$ cat src/design/assert_macros.svh
// ----------------------------------------------------------------------------
// Assertion macros
// Shared concurrent assertion forms. They are empty when SYNTHESIS is defined.
// ----------------------------------------------------------------------------
`ifndef ASSERT_MACROS_SVH
`define ASSERT_MACROS_SVH
`ifndef SYNTHESIS
`define ASSERT_IMP(name, clk, rst_n, ante, cons) \
  name: assert property (@(posedge clk) disable iff (!rst_n) (ante) |-> (cons)) \
    else $error("assertion failed: implication");
`define ASSERT_NEXT(name, clk, rst_n, ante, cons) \
  name: assert property (@(posedge clk) disable iff (!rst_n) (ante) |=> (cons)) \
    else $error("assertion failed: next-cycle implication");
`else
`define ASSERT_IMP(name, clk, rst_n, ante, cons)
`define ASSERT_NEXT(name, clk, rst_n, ante, cons)
`endif
`endif

$ cat src/design/bef_pkg.sv
// ----------------------------------------------------------------------------
// bef_pkg
// Types, codes and constants of the button and encoder event front end.
// ----------------------------------------------------------------------------
package bef_pkg;

  localparam int unsigned BTN_W        = 16;
  localparam int unsigned BIT_W        = 4;
  localparam int unsigned TQ_DEPTH_DEF = 16;

  typedef enum logic {
    OP_POLL = 1'b0,
    OP_EDGE = 1'b1
  } op_t;

  typedef enum logic [2:0] {
    EV_HOLD_INDEX  = 3'd0,
    EV_HOLD_NONE   = 3'd1,
    EV_ALARM       = 3'd2,
    EV_ENC_PRESS   = 3'd3,
    EV_TURN_CW     = 3'd4,
    EV_TURN_CCW    = 3'd5
  } event_kind_t;

  typedef enum logic [1:0] {
    CFG_HOLD_MASK = 2'd0,
    CFG_ALARM_BIT = 2'd1,
    CFG_ENC_BIT   = 2'd2
  } cfg_idx_t;

  typedef enum logic [1:0] {
    ST_IDLE,
    ST_SCAN,
    ST_EMIT
  } state_t;

  typedef struct packed {
    op_t              operation;
    logic [BTN_W-1:0] button_sample;
    logic             pin_a_level;
    logic             pin_b_level;
  } in_item_t;

  typedef struct packed {
    event_kind_t      event_kind;
    logic [BIT_W-1:0] button_index;
    logic             toggle_level;
    logic             last_of_run;
  } out_item_t;

  typedef struct packed {
    logic push;
    logic push_cw;
    logic pop;
  } tq_ctrl_t;

  typedef struct packed {
    logic empty;
    logic full;
    logic more;
    logic head_cw;
  } tq_stat_t;

endpackage

$ cat src/design/bef_turn_queue.sv
// ----------------------------------------------------------------------------
// bef_turn_queue
// Ring of turn direction bits with write and read positions and a fill count.
// ----------------------------------------------------------------------------
module bef_turn_queue #(
  parameter int unsigned DEPTH = bef_pkg::TQ_DEPTH_DEF
) (
  input  logic               clk,
  input  logic               rst_n,
  input  bef_pkg::tq_ctrl_t  ctrl,
  output bef_pkg::tq_stat_t  stat
);
  import bef_pkg::*;

  localparam int unsigned PTR_W  = (DEPTH > 1) ? $clog2(DEPTH) : 1;
  localparam int unsigned FILL_W = $clog2(DEPTH + 1);

  logic [DEPTH-1:0]  ring_r;
  logic [PTR_W-1:0]  wr_r, wr_nxt;
  logic [PTR_W-1:0]  rd_r, rd_nxt;
  logic [FILL_W-1:0] fill_r, fill_nxt;
  logic              do_push, do_pop;

  function automatic logic [PTR_W-1:0] advance(input logic [PTR_W-1:0] p);
    logic [PTR_W-1:0] last;
    last = PTR_W'(DEPTH - 1);
    return (p == last) ? '0 : p + 1'b1;
  endfunction

  assign do_push = ctrl.push && !stat.full;
  assign do_pop  = ctrl.pop && !stat.empty;

  always_comb begin
    wr_nxt   = do_push ? advance(wr_r) : wr_r;
    rd_nxt   = do_pop ? advance(rd_r) : rd_r;
    fill_nxt = fill_r;
    if (do_push && !do_pop) begin
      fill_nxt = fill_r + 1'b1;
    end else if (do_pop && !do_push) begin
      fill_nxt = fill_r - 1'b1;
    end
  end

  always_ff @(posedge clk) begin
    if (!rst_n) begin
      wr_r   <= '0;
      rd_r   <= '0;
      fill_r <= '0;
    end else begin
      wr_r   <= wr_nxt;
      rd_r   <= rd_nxt;
      fill_r <= fill_nxt;
    end
  end

  always_ff @(posedge clk) begin
    if (do_push) begin
      ring_r[wr_r] <= ctrl.push_cw;
    end
  end

  assign stat.empty   = (fill_r == '0);
  assign stat.full    = (fill_r == FILL_W'(DEPTH));
  assign stat.more    = (fill_r > FILL_W'(1));
  assign stat.head_cw = ring_r[rd_r];

endmodule

$ cat src/design/bef_hold_scan.sv
// ----------------------------------------------------------------------------
// bef_hold_scan
// Shift unit that finds the position of the single set bit, one bit a cycle.
// ----------------------------------------------------------------------------
module bef_hold_scan (
  input  logic                      clk,
  input  logic                      rst_n,
  input  logic                      start,
  input  logic [bef_pkg::BTN_W-1:0] vec,
  output logic                      done,
  output logic [bef_pkg::BIT_W-1:0] index
);
  import bef_pkg::*;

  logic [BTN_W-1:0] sh_r, sh_nxt;
  logic [BIT_W-1:0] idx_r, idx_nxt;
  logic             run_r, run_nxt;
  logic             hit;

  assign hit  = sh_r[0] || (sh_r == '0);
  assign done = run_r && hit;
  assign index = idx_r;

  always_comb begin
    sh_nxt  = sh_r;
    idx_nxt = idx_r;
    run_nxt = run_r;
    if (start) begin
      sh_nxt  = vec;
      idx_nxt = '0;
      run_nxt = 1'b1;
    end else if (run_r) begin
      if (hit) begin
        run_nxt = 1'b0;
      end else begin
        sh_nxt  = sh_r >> 1;
        idx_nxt = idx_r + 1'b1;
      end
    end
  end

  always_ff @(posedge clk) begin
    if (!rst_n) begin
      run_r <= 1'b0;
    end else begin
      run_r <= run_nxt;
    end
  end

  always_ff @(posedge clk) begin
    sh_r  <= sh_nxt;
    idx_r <= idx_nxt;
  end

endmodule

$ cat src/design/button_and_encoder_event_front_end.sv
// ----------------------------------------------------------------------------
// button_and_encoder_event_front_end
// Button change detector with an exclusive hold group, alarm toggle and
// encoder press events, and a queue of encoder turns drained by each poll.
//
//   Channel | Ports                           | Moves
//   input   | in_valid, in_stall, in_item     | button poll or encoder edge
//   output  | out_valid, out_stall, out_item  | one event per transfer
//   config  | cfg_we, cfg_index, cfg_wdata    | register write
//
// An encoder edge is pushed into the turn queue unless it is full, and the
// sequencer stays in idle. A poll is accepted in idle, passes through the
// shift unit when one hold button is held, and issues its results (up to 19
// at the default queue depth) through the single output register before
// returning to idle. Stalls on the output hold the sequencer; no new item is
// taken until a poll's results are all issued. Reset is synchronous.
// ----------------------------------------------------------------------------
`include "assert_macros.svh"

module button_and_encoder_event_front_end #(
  parameter int unsigned TURN_QUEUE_DEPTH = bef_pkg::TQ_DEPTH_DEF
) (
  input  logic                      clk,
  input  logic                      rst_n,
  input  logic                      in_valid,
  output logic                      in_stall,
  input  bef_pkg::in_item_t         in_item,
  output logic                      out_valid,
  input  logic                      out_stall,
  output bef_pkg::out_item_t        out_item,
  input  logic                      cfg_we,
  input  bef_pkg::cfg_idx_t         cfg_index,
  input  logic [bef_pkg::BTN_W-1:0] cfg_wdata
);
  import bef_pkg::*;

  state_t           state_r, state_nxt;
  logic [BTN_W-1:0] mask_r, prev_r, prev_nxt;
  logic [BIT_W-1:0] alarm_bit_r, enc_bit_r;
  logic             hold_pend_r, hold_pend_nxt;
  logic             hold_one_r, hold_one_nxt;
  logic [BIT_W-1:0] hold_idx_r, hold_idx_nxt;
  logic             alarm_pend_r, alarm_pend_nxt;
  logic             alarm_lvl_r, alarm_lvl_nxt;
  logic             enc_pend_r, enc_pend_nxt;
  logic             out_valid_r, out_valid_nxt;
  out_item_t        out_item_r, out_item_nxt;

  logic             in_acc, slot_free, emit;
  logic [BTN_W-1:0] changed, held;
  logic             held_one;
  logic             scan_start, scan_done;
  logic [BIT_W-1:0] scan_idx;
  tq_ctrl_t         q_ctrl;
  tq_stat_t         q_stat;

  bef_turn_queue #(
    .DEPTH (TURN_QUEUE_DEPTH)
  ) u_queue (
    .clk   (clk),
    .rst_n (rst_n),
    .ctrl  (q_ctrl),
    .stat  (q_stat)
  );

  bef_hold_scan u_scan (
    .clk   (clk),
    .rst_n (rst_n),
    .start (scan_start),
    .vec   (held),
    .done  (scan_done),
    .index (scan_idx)
  );

  assign in_stall  = (state_r != ST_IDLE);
  assign in_acc    = in_valid && !in_stall;
  assign slot_free = !out_valid_r || !out_stall;
  assign out_valid = out_valid_r;
  assign out_item  = out_item_r;

  assign changed  = in_item.button_sample ^ prev_r;
  assign held     = in_item.button_sample & mask_r;
  assign held_one = (held != '0) && ((held & (held - 1'b1)) == '0);

  always_comb begin
    state_nxt      = state_r;
    prev_nxt       = prev_r;
    hold_pend_nxt  = hold_pend_r;
    hold_one_nxt   = hold_one_r;
    hold_idx_nxt   = hold_idx_r;
    alarm_pend_nxt = alarm_pend_r;
    alarm_lvl_nxt  = alarm_lvl_r;
    enc_pend_nxt   = enc_pend_r;
    out_valid_nxt  = out_valid_r && out_stall;
    out_item_nxt   = out_item_r;
    scan_start     = 1'b0;
    emit           = 1'b0;
    q_ctrl         = '0;

    unique case (state_r)
      ST_IDLE: begin
        if (in_acc) begin
          if (in_item.operation == OP_EDGE) begin
            q_ctrl.push    = !q_stat.full;
            q_ctrl.push_cw = in_item.pin_a_level ^ in_item.pin_b_level;
          end else begin
            prev_nxt       = in_item.button_sample;
            hold_pend_nxt  = ((changed & mask_r) != '0);
            hold_one_nxt   = held_one;
            hold_idx_nxt   = '0;
            alarm_pend_nxt = changed[alarm_bit_r];
            alarm_lvl_nxt  = in_item.button_sample[alarm_bit_r];
            enc_pend_nxt   = changed[enc_bit_r] && in_item.button_sample[enc_bit_r];
            if (hold_pend_nxt && held_one) begin
              scan_start = 1'b1;
              state_nxt  = ST_SCAN;
            end else begin
              state_nxt = ST_EMIT;
            end
          end
        end
      end
      ST_SCAN: begin
        if (scan_done) begin
          hold_idx_nxt = scan_idx;
          state_nxt    = ST_EMIT;
        end
      end
      ST_EMIT: begin
        if (!(hold_pend_r || alarm_pend_r || enc_pend_r || !q_stat.empty)) begin
          state_nxt = ST_IDLE;
        end else if (slot_free) begin
          emit          = 1'b1;
          out_valid_nxt = 1'b1;
          out_item_nxt  = '{event_kind: EV_HOLD_NONE, button_index: '0,
                            toggle_level: 1'b0, last_of_run: 1'b0};
          if (hold_pend_r) begin
            hold_pend_nxt = 1'b0;
            if (hold_one_r) begin
              out_item_nxt.event_kind   = EV_HOLD_INDEX;
              out_item_nxt.button_index = hold_idx_r;
            end
            out_item_nxt.last_of_run = !(alarm_pend_r || enc_pend_r || !q_stat.empty);
          end else if (alarm_pend_r) begin
            alarm_pend_nxt            = 1'b0;
            out_item_nxt.event_kind   = EV_ALARM;
            out_item_nxt.toggle_level = alarm_lvl_r;
            out_item_nxt.last_of_run  = !(enc_pend_r || !q_stat.empty);
          end else if (enc_pend_r) begin
            enc_pend_nxt             = 1'b0;
            out_item_nxt.event_kind  = EV_ENC_PRESS;
            out_item_nxt.last_of_run = q_stat.empty;
          end else begin
            q_ctrl.pop               = 1'b1;
            out_item_nxt.event_kind  = q_stat.head_cw ? EV_TURN_CW : EV_TURN_CCW;
            out_item_nxt.last_of_run = !q_stat.more;
          end
        end
      end
      default: begin
        state_nxt = ST_IDLE;
      end
    endcase
  end

  always_ff @(posedge clk) begin
    if (!rst_n) begin
      state_r      <= ST_IDLE;
      mask_r       <= '0;
      alarm_bit_r  <= '0;
      enc_bit_r    <= '0;
      prev_r       <= '0;
      hold_pend_r  <= 1'b0;
      alarm_pend_r <= 1'b0;
      enc_pend_r   <= 1'b0;
      out_valid_r  <= 1'b0;
    end else begin
      state_r      <= state_nxt;
      prev_r       <= prev_nxt;
      hold_pend_r  <= hold_pend_nxt;
      alarm_pend_r <= alarm_pend_nxt;
      enc_pend_r   <= enc_pend_nxt;
      out_valid_r  <= out_valid_nxt;
      if (cfg_we) begin
        unique case (cfg_index)
          CFG_HOLD_MASK: mask_r      <= cfg_wdata;
          CFG_ALARM_BIT: alarm_bit_r <= cfg_wdata[BIT_W-1:0];
          CFG_ENC_BIT:   enc_bit_r   <= cfg_wdata[BIT_W-1:0];
          default: begin
          end
        endcase
      end
    end
  end

  always_ff @(posedge clk) begin
    hold_one_r  <= hold_one_nxt;
    hold_idx_r  <= hold_idx_nxt;
    alarm_lvl_r <= alarm_lvl_nxt;
    out_item_r  <= out_item_nxt;
  end

  `ASSERT_IMP(a_idle_last, clk, rst_n, state_r == ST_IDLE && out_valid_r, out_item_r.last_of_run)
  `ASSERT_IMP(a_scan_only_in_scan, clk, rst_n, scan_done, state_r == ST_SCAN)
  `ASSERT_NEXT(a_run_drains, clk, rst_n, state_r == ST_EMIT && state_nxt == ST_IDLE, q_stat.empty)
  `ASSERT_IMP(a_emit_has_slot, clk, rst_n, emit, slot_free && (state_r == ST_EMIT))

endmodule

$ cat config.mk
export PLATFORM = sky130hd
export DESIGN_NAME = button_and_encoder_event_front_end
export DESIGN_NICKNAME = d
export VERILOG_FILES = /design/src/design/bef_pkg.sv /design/src/design/bef_turn_queue.sv /design/src/design/bef_hold_scan.sv /design/src/design/button_and_encoder_event_front_end.sv
export VERILOG_INCLUDE_DIRS = /design/src /design/src/design
export SDC_FILE = /design/constraint.sdc
export NUM_CORES = 1
export LEC_CHECK = 0
export ABC_AREA = 1
export BUFFER_PORTS_ARGS = -buffer_cell sky130_fd_sc_hd__buf_2
export CORE_UTILIZATION = 54
export CTS_CLUSTER_DIAMETER = 100
export DETAILED_ROUTE_END_ITERATION = 10
export GPL_TIMING_DRIVEN = 0
export PLACE_DENSITY_LB_ADDON = 0.15
export SYNTH_ARGS = -nofsm -noshare
export SYNTH_HDL_FRONTEND = slang
export SYNTH_HIERARCHICAL = 1
export SYNTH_SLANG_ARGS = --single-unit
$ cat constraint.sdc
create_clock -name clk -period 2.62 [get_ports clk]
set_clock_uncertainty 0.05 [all_clocks]
set_input_delay 0.131 -clock clk [delete_from_list [all_inputs] [get_ports clk]]
set_output_delay 0.131 -clock clk [all_outputs]
set_load 0.1 [all_outputs]
# After elaboration in Yosys (flattened, before gate mapping)
# Index checks and enable logic that the tools add are counted.
# totals
regBits,111
in_bits,42
# op_classes
add_sub_neg,6
n_lt_le_gt_ge,6
eq_ne,16
n_mux,75
bitwise,8
reduce_logical,55
# op_table
operator,count
16-bit bitwise AND,3
16-bit 2-to-1 mux,3
1-bit 2-to-1 mux,41
16-bit logical NOT,2
16-bit nonzero test,2
1-bit binary-select mux with 4-bit select,5
"4-bit by 5-bit less-than comparator with 1-bit output, second input constant",4
4-bit 2-to-1 mux,5
"2-bit inequality test, second input constant",9
16-bit bitwise mux,1
2-bit 2-to-1 mux,8
"16-bit by 1-bit subtractor with 16-bit output, second input constant",1
16-bit bitwise XOR,1
5-bit 2-to-1 mux,3
"4-bit by 1-bit adder with 4-bit output, second input constant",3
2-bit AND reduction,6
1-bit logical AND,11
1-bit logical NOT,10
2-bit nonzero test,5
3-bit 2-to-1 mux,3
"4-bit == test, second input constant",2
1-bit logical OR,8
4-bit case mux with 2 select lines,1
4-bit AND reduction,2
19 further kinds,27

# Longest topological paths before layout
# Gate-level depths: netlist of the first run.
# logic_depth
depth_word,12
ltp_mapped,17
ltp_nobuf,16

# By module
# Netlist of the first run, hierarchy kept.
# modules_own_cells
mod,n_inst,cells_per_inst,area_each_um2
button_and_encoder_event_front_end,1,535,3517.1
bef_turn_queue,1,209,1660.3
bef_hold_scan,1,122,1022.2

# Worst setup path after synthesis of the first run
# No wires, ideal clock.
# synth_path
path_kind,register to register
start,register state_r[1]
end,"register u_scan.sh_r[0], enable pin"
t_arrival_ns,2.086
required_ns,2.198
slack_ns,0.113
stages_incl_launch_ff,10
path_buffers,2
period_less_slack_ns,2.507
cell_sequence,dfxtp_1 -> nor2_2 -> inv_1 -> nor2_1 -> nand2_1 -> nor2_1 -> buf_2 -> inv_1 -> buf_2 -> nand2_1
# synth_via
elab_chain_cells,7
word_cells_on_any_way,9
classes_between,eq/ne: 1; mux: 2; reduce/logical: 6
# synth_rtl
item,line_no,rtl
"start, declared",button_and_encoder_event_front_end.sv:37,"state_t state_r, state_nxt;"
"start signal, assigned",button_and_encoder_event_front_end.sv:178,state_r <= state_nxt;
2-bit nonzero test *,button_and_encoder_event_front_end.sv:75,assign in_stall = (state_r != ST_IDLE);
net in_stall,button_and_encoder_event_front_end.sv:26,"output logic in_stall,"
1-bit logical NOT *,button_and_encoder_event_front_end.sv:76,assign in_acc = in_valid && !in_stall;
1-bit logical AND *,button_and_encoder_event_front_end.sv:76,
1-bit 2-to-1 mux *,button_and_encoder_event_front_end.sv:102,if (in_acc) begin
1-bit 2-to-1 mux *,button_and_encoder_event_front_end.sv:100,unique case (state_r)
net scan_start,button_and_encoder_event_front_end.sv:52,"logic scan_start, scan_done;"
2-bit inequality test (no line) / 2-bit nonzero test (equally long branches),n/a,
2-bit AND reduction (no line) *,n/a,
"end signal, assigned",bef_hold_scan.sv:51,sh_r <= sh_nxt;
"end, declared",bef_hold_scan.sv:15,"logic [BTN_W-1:0] sh_r, sh_nxt;"
# The timed path passes the listed nets; every way through them passes the cells marked *.
# A chain may end at the register's enable or synchronous reset.

# Worst setup path after layout of the first run
# layout_path
start,register mask_r[11]
end,"register u_scan.sh_r[8], enable pin"
# layout_via
elab_chain_cells,12
word_cells_on_any_way,16
classes_between,add/sub: 1; eq/ne: 1; mux: 4; bitwise: 3; reduce/logical: 7
# layout_rtl
item,line_no,rtl
"start, declared",button_and_encoder_event_front_end.sv:38,"logic [BTN_W-1:0] mask_r, prev_r, prev_nxt;"
"start signal, assigned",button_and_encoder_event_front_end.sv:186,CFG_HOLD_MASK: mask_r <= cfg_wdata;
16-bit bitwise AND,button_and_encoder_event_front_end.sv:82,assign held = in_item.button_sample & mask_r;
16-bit by 1-bit subtractor with 16-bit output,button_and_encoder_event_front_end.sv:83,assign held_one = (held != '0) && ((held & (held - 1'b1)) == '0);
16-bit bitwise AND,button_and_encoder_event_front_end.sv:83,
16-bit logical NOT,button_and_encoder_event_front_end.sv:83,
1-bit logical AND,button_and_encoder_event_front_end.sv:83,
1-bit logical AND *,button_and_encoder_event_front_end.sv:114,if (hold_pend_nxt && held_one) begin
1-bit 2-to-1 mux *,button_and_encoder_event_front_end.sv:114,
1-bit 2-to-1 mux *,button_and_encoder_event_front_end.sv:103,if (in_item.operation == OP_EDGE) begin
1-bit 2-to-1 mux *,button_and_encoder_event_front_end.sv:102,
1-bit 2-to-1 mux *,button_and_encoder_event_front_end.sv:100,
net scan_start,button_and_encoder_event_front_end.sv:52,
2-bit inequality test (no line) / 2-bit nonzero test (equally long branches),n/a,
2-bit AND reduction (no line) *,n/a,
# Marked as above.

==> impl_metrics.toml, run 1 <==
[synthesis]
synth_top_family_by_area = "simple AND/OR/NAND/NOR gates"
synthFlopType = "dfxtp_1"
ys_ff_latch = 111
synth_edf_count = 47
ys_top_cells_by_area = "edfxtp_1, dfxtp_1, nand2_1"
ys_seq_area_share_pct = 43.4
synth_xor_area_share_pct = 0.706
synth_compound_area_share_pct = 11.1
ys_types = 41
yosys.area.top_type_share_pct = 22.8
syn_nets = 918
ys_warn_count = 6
synth_area_leader_cell = "edfxtp_1"
synth_fa_ha_area_share_pct = 2.02
synth_mux_area_share_pct = 0
async_flop_share_pct = 0
syn_avg_cell_area_um2 = 7.16
syn_area_um2 = 6200
synth_simple_gate_area_share_pct = 33.2
synthCells = 866

[critical_path]
critPathLaunchType = "flop"
worst-path-buf-inv = 3
cp.arrival_ns = 2.47
end_kind = "flop"
critPathKind = "reg -> reg"
cp_slowest_cell = "dfxtp_1"
worstPathMaxFanout = 11
cp_slowest_stage_delay_ns = 0.34
cp.required_ns = 2.64
cpMostUsedCell = "nor2_1"
cp_cell_sequence = "nand2_1 -> nand2_1 -> nor2_1 -> nor2_1 -> a21oi_1 -> nand3_1 -> nor2_1 -> nand3_1 -> nor2_1 -> buf_2 -> inv_1 -> clkbuf_4 -> nand2_4"
cp_top_family = "simple AND/OR/NAND/NOR gates"

[min_path]
min_path_type = "in -> reg"

[sta]
grt_setup_unrepaired = "no"
post-route-period-util_pct = 93.6
final-max-slew-violation-count = 0
layout_setup_ws_ns = 0.167
hold_violations = 0
setup_viol_count_final = 0
tightest_slew_ns = 0.849
fmax_ghz = 0.408
slew_headroom_pct = 43.1
hold_slack_ns = 0.0212
fin_crit_ns = 2.45

[placement]
gp_congestion = 0.927
port_buffers = 52
dp_cells = 1058
place.detailed.hpwl_mm = 11.7
place_area_um2 = 6640
place_ws_ns = -0.356

[global_routing]
grt-busiest-layer = "met2"
grtUsageTotal_pct = 28.1
grt_use_met2_pct = 46.8
overflow = 0
use_met1_pct = 35.0
grt_first_pass_wirelength_mm = 25.7
grt_max_degree = 19
antenna_found_initial = 0
grt_pass1_vias = 5469
grt_use_met3_pct = 6.34

[status]
status = "finished, final reports clean"

[die]
dieArea_um2 = 11900
coreArea_um2 = 11000
die_y_um = 109
initial_core_util_pct = 56.2
fp.dieW_um = 109
placementRows = 38
io_pins = 53

[run]
drv_cap = 0

[drt]
ant_nets = 0
wire_per_inst_um = 14.5
wl_mm = 15.8
first_pass_iters = 6
drt-initial-drc-count = 539
vias = 5821
drc = 0
via_per_inst = 5.34

[cts]
tritoncts = "yes"
clock_path_buffers = 2
cts_max_level = 3
clock_latency_ns = 0.36
cts_inserted_buffers = 9
clk_pin_slew_ns = 0.07
clock-sinks = 111
cts-root-buf = "clkbuf_16"

[power_and_ir_drop]
p_leak_nw = 3.45
power.density_nw_per_um2 = 791
peakVddDrop_mv = 0.644

[finish]
final_util_pct = 64.8
post_route_cells_drive_above_1_share_pct = 14.5
register_area_um2 = 2690
antenna_cells = 0
areaGrowthSynthToFinish_pct = 15.3
final_common_cell = "nand2_1"
fin_cells = 1090
nFillCells = 964
multi_input_area_um2 = 2980
most-common-layout-cells = "nand2_1, inv_1, nor2_1"
nets = 997
design_area_um2 = 7150
## state kept, by name, summed over array words and instances (netlist names), 5 cells and up
signal	flops
prev_r	16
u_queue/fill_r	5
u_scan/sh_r	16
u_queue/ring_r	16
mask_r	16
out_item	9
## final timing paths
kind,start,to,slack [ns],depth (start not counted)
setup / recovery,mask_r[11],u_scan/sh_r[8],0.17,13
hold / removal,in_item[7],prev_r[5],0.02,3
setup reg to reg,mask_r[11],u_scan/sh_r[8],0.17,13
hold reg to reg,u_scan/index[3],u_scan/index[3],0.45,2
## worst reg2reg max path, delay by kind of cell (launching register included)
family,cells,cell delay (ns)
compound gates,1,0.14
simple gates,9,1.12
flops,1,0.34
buf+inv,3,0.50
## where the power goes
group	total, mW	internal, mW	switching (mW)
Clock	1.41	0.755	0.656
Sequential	2.33	2.11	0.218
Combinational	1.92	0.576	1.34
## area by class of cell
class | count | share of cell area [%]
multi-input combinational | 606 | 41.7
sequential | 111 | 37.7
inverter | 129 | 6.88
timing repair buffer | 67 | 5.70
clock buffer | 11 | 3.25
tap | 140 | 2.45
buffer | 21 | 1.43
clock inverter | 5 | 0.945
## cell usage after synthesis, types with 2 or more instances
cell type	count
buf_2	13
clkbuf_1	5
nand2_1	203
nor3_1	6
nand3_1	91
a21oi_1	55
xor2_1	2
dfxtp_1	64
nand2_4	8
inv_2	10
nand3_4	2
ha_1	10
nand4_1	11
xnor2_1	3
edfxtp_1	47
inv_1	117
nor2_1	107
nor2_2	6
nor2_4	3
o21ai_0	66
nand2_2	12
o21ai_1	6
## per-layer routing
layer	wire length [um]	up-vias	share of wire, %
li1	-	2958	-
met1	6940	2635	44
met2	7420	202	47
met3	945	26	6.0
met4	442	0	2.8
met5	0	-	0
## what timing repair did
action	4_1_cts	5_1_grt
gates resized for setup	6	6
hold endpoints to repair	14	0
hold buffers	14	0
gates cloned	0	1
endpoints found under the setup margin	21	21
pin swaps	1	2
setup buffers	1	0
## per-stage QoR
stage / TNS, ns / power [mW]
2_1_floorplan: 0 / 3.77
3_3_place_gp: -4.24 / 4.12
3_5_place_dp: -6.10 / 4.19
4_1_cts: 0 / 5.64
5_1_grt: 0 / 6.00
6_report: 0 / 5.66
## cells by family (layout without fill, tap and decap cells)
logic type      count (synthesis)  count (layout)
simple gates                  456             457
buf+inv                       150             233
compound gates                134             134
flops                         111             111
fa+ha+maj                      10              10
xor+xnor                        5               5
Note: power is estimated with default switching activity, not from simulation.
==> run 2: changes to the inputs <==
--- a/config.mk
+++ b/config.mk
@@ -6,7 +6,6 @@
 export SDC_FILE = /design/constraint.sdc
 export NUM_CORES = 1
 export LEC_CHECK = 0
-export ABC_AREA = 1
 export BUFFER_PORTS_ARGS = -buffer_cell sky130_fd_sc_hd__buf_2
 export CORE_UTILIZATION = 54
 export CTS_CLUSTER_DIAMETER = 100
==> impl_metrics.toml, run 2 <==
[status]
status = "complete, but fails checks"
failed_checks = "negative setup slack"

[critical_path]
rr_worst_depth = 8
reg2reg_from = "mask_r[3]"
rrSetupSlack_ns = -0.09
end_kind = "flop"
cp.arrival_ns = 2.79
critPathLaunchType = "flop"
cp_top_family = "compound AO/OA/AOI/OAI gates"
r2r-end = "u_scan/sh_r[14]"
cp_slowest_stage_delay_ns = 0.44
worst-path-buf-inv = 1
cp.required_ns = 2.70
worstPathMaxFanout = 6
cp_cell_sequence = "a222oi_1 -> and4_4 -> and3_1 -> o2111a_2 -> o211ai_4 -> nor2_4 -> buf_6 -> mux2_2"
critPathKind = "reg -> reg"
cp_slowest_cell = "a222oi_1"

[sta]
tightest_slew_ns = 0.848
final-max-slew-violation-count = 0
slew_headroom_pct = 43.3
fin_crit_ns = 2.71
grt_setup_unrepaired = "yes"
hold_violations = 0
fmax_ghz = 0.369
post-route-period-util_pct = 103
setup_viol_count_final = 32
layout_setup_ws_ns = -0.0899

[die]
initial_core_util_pct = 55.9
fp.dieW_um = 105
coreArea_um2 = 10300
placementRows = 37
die_y_um = 105
io_pins = 53
dieArea_um2 = 11100

[placement]
dp_cells = 755
place.detailed.hpwl_mm = 9.76
gp_congestion = 0.909
port_buffers = 52

[synthesis]
synth_edf_count = 47
synthCells = 567
synth_area_leader_cell = "edfxtp_1"
ys_ff_latch = 111
yosys.area.top_type_share_pct = 24.5
syn_area_um2 = 5770
ys_warn_count = 6
async_flop_share_pct = 0
syn_nets = 619
ys_top_cells_by_area = "edfxtp_1, dfxtp_1, nand2_1"
ys_seq_area_share_pct = 46.7
syn_avg_cell_area_um2 = 10.2
synth.most_common_cell = "nand2_1"
synthTopCellsByCount = "nand2_1, dfxtp_1, edfxtp_1"
ys_types = 70
synthFlopType = "dfxtp_1"

[finish]
final_common_cell = "nand2_1"
multi_input_area_um2 = 2980
areaGrowthSynthToFinish_pct = 21.7
nFillCells = 782
antenna_cells = 0
post_route_cells_drive_above_1_share_pct = 23.8
nets = 736
most-common-layout-cells = "nand2_1, dfxtp_1, buf_2"
fin_cells = 825
register_area_um2 = 2710

[min_path]
worstHoldPathCells = 3
min-delay-start = "in_item[12]"
whs_endpoint = "prev_r[10]"
min_path_type = "in -> reg"

[global_routing]
grt_use_met2_pct = 47.7
grtUsageTotal_pct = 26.4
use_met1_pct = 30.9
grt_pass1_vias = 4750
antenna_found_initial = 0
grt-busiest-layer = "met2"
grt_use_met3_pct = 4.14
overflow = 0
grt_first_pass_wirelength_mm = 22.8
grt_max_degree = 17

[cts]
clk_pin_slew_ns = 0.09
clock_latency_ns = 0.37
tritoncts = "yes"
cts_max_level = 3
clock-sinks = 111
clock_path_buffers = 2
cts-root-buf = "clkbuf_8"
cts_inserted_buffers = 9

[drt]
vias = 4768
first_pass_iters = 5
drc = 0
ant_nets = 0
wl_mm = 14.0
drt-initial-drc-count = 362
via_per_inst = 5.78
wire_per_inst_um = 17.0

[power_and_ir_drop]
peakVddDrop_mv = 0.434
power.density_nw_per_um2 = 580
p_leak_nw = 2.78
finalPower_mw = 4.07

[run]
drv_cap = 0
==> run 2: worst max path at each step <==
stage / endpoint / depth (start not counted) / from / slack [ns]
floorplan: u_scan/sh_r[4] / 8 / mask_r[0] / -0.009
global placement: u_scan/sh_r[15] / 8 / mask_r[0] / -0.46
detailed placement: u_scan/sh_r[4] / 8 / mask_r[0] / -0.49
CTS: u_scan/sh_r[14] / 10 / mask_r[0] / -0.02
global route: u_scan/sh_r[11] / 8 / mask_r[3] / -0.17
finish: u_scan/sh_r[14] / 8 / mask_r[3] / -0.09
==> run 2: stage by stage <==
step           instance area [um2]  worst slack (ns)  utilization [%]  setup TNS (ns)  hold slack, ns
2_1_floorplan                 5830          -0.00870                -         -0.0348           0.199
4_1_cts                       6850           -0.0197             66.4         -0.0925         0.00709
3_3_place_gp                  6260            -0.463             60.6          -14.87           0.321
6_report                      7020           -0.0899             68.0           -2.08          0.0225
5_1_grt                       7020            -0.173             68.0           -5.08          0.0229
3_5_place_dp                  6260            -0.492             60.6          -15.87           0.330
==> run 2: cells by family after synthesis <==
family                   count (synthesis)  synth area share (%)
AO/OA/AOI/OAI                          103                  12.8
XOR/XNOR                                23                  3.49
adder cells (fa/ha/maj)                 11                  2.34
buffers and inverters                   56                  3.97
flip-flops                             111                  46.7
multiplexers                            46                  11.6
AND/OR/NAND/NOR                        217                  19.1
==> run 2: worst reg2reg max path, delay by kind of cell (launching register included) <==
| kind | cells | cell delay, ns |
|---|---|---|
| AND/OR/NAND/NOR | 3 | 0.73 |
| AO/OA/AOI/OAI | 3 | 0.81 |
| multiplexers | 1 | 0.34 |
| flip-flops | 1 | 0.37 |
| buffers and inverters | 1 | 0.17 |
==> run 2: timing repair <==
action,4_1_cts,5_1_grt
endpoints found under the setup margin,40,37
gates resized for setup,11,28
gates cloned,2,1
endpoints found under the hold margin,36,0
hold buffers,29,0
pin swaps,8,9
buffers inserted,12,10
==> run 2: metal layers <==
layer	share of wire, %	vias to the layer above
met1	42	2298
li1	-	2277
met3	4.3	39
met4	3.0	0
met5	0	-
met2	51	154
==> run 2: report_power, final <==
group          switching [mW]  leakage, nW  internal [mW]
Combinational           0.620         1.75          0.526
Clock                   0.536       0.0757          0.349
Sequential              0.109        0.958           1.93
==> run 2: cell type report <==
type	count	area share [%]
clock buffer	15	2.09
timing repair buffer	105	10.6
inverter	30	1.68
multi-input combinational	401	42.5
buffer	26	2.00
clock inverter	1	0.0713
tap	136	2.43
sequential	111	38.6
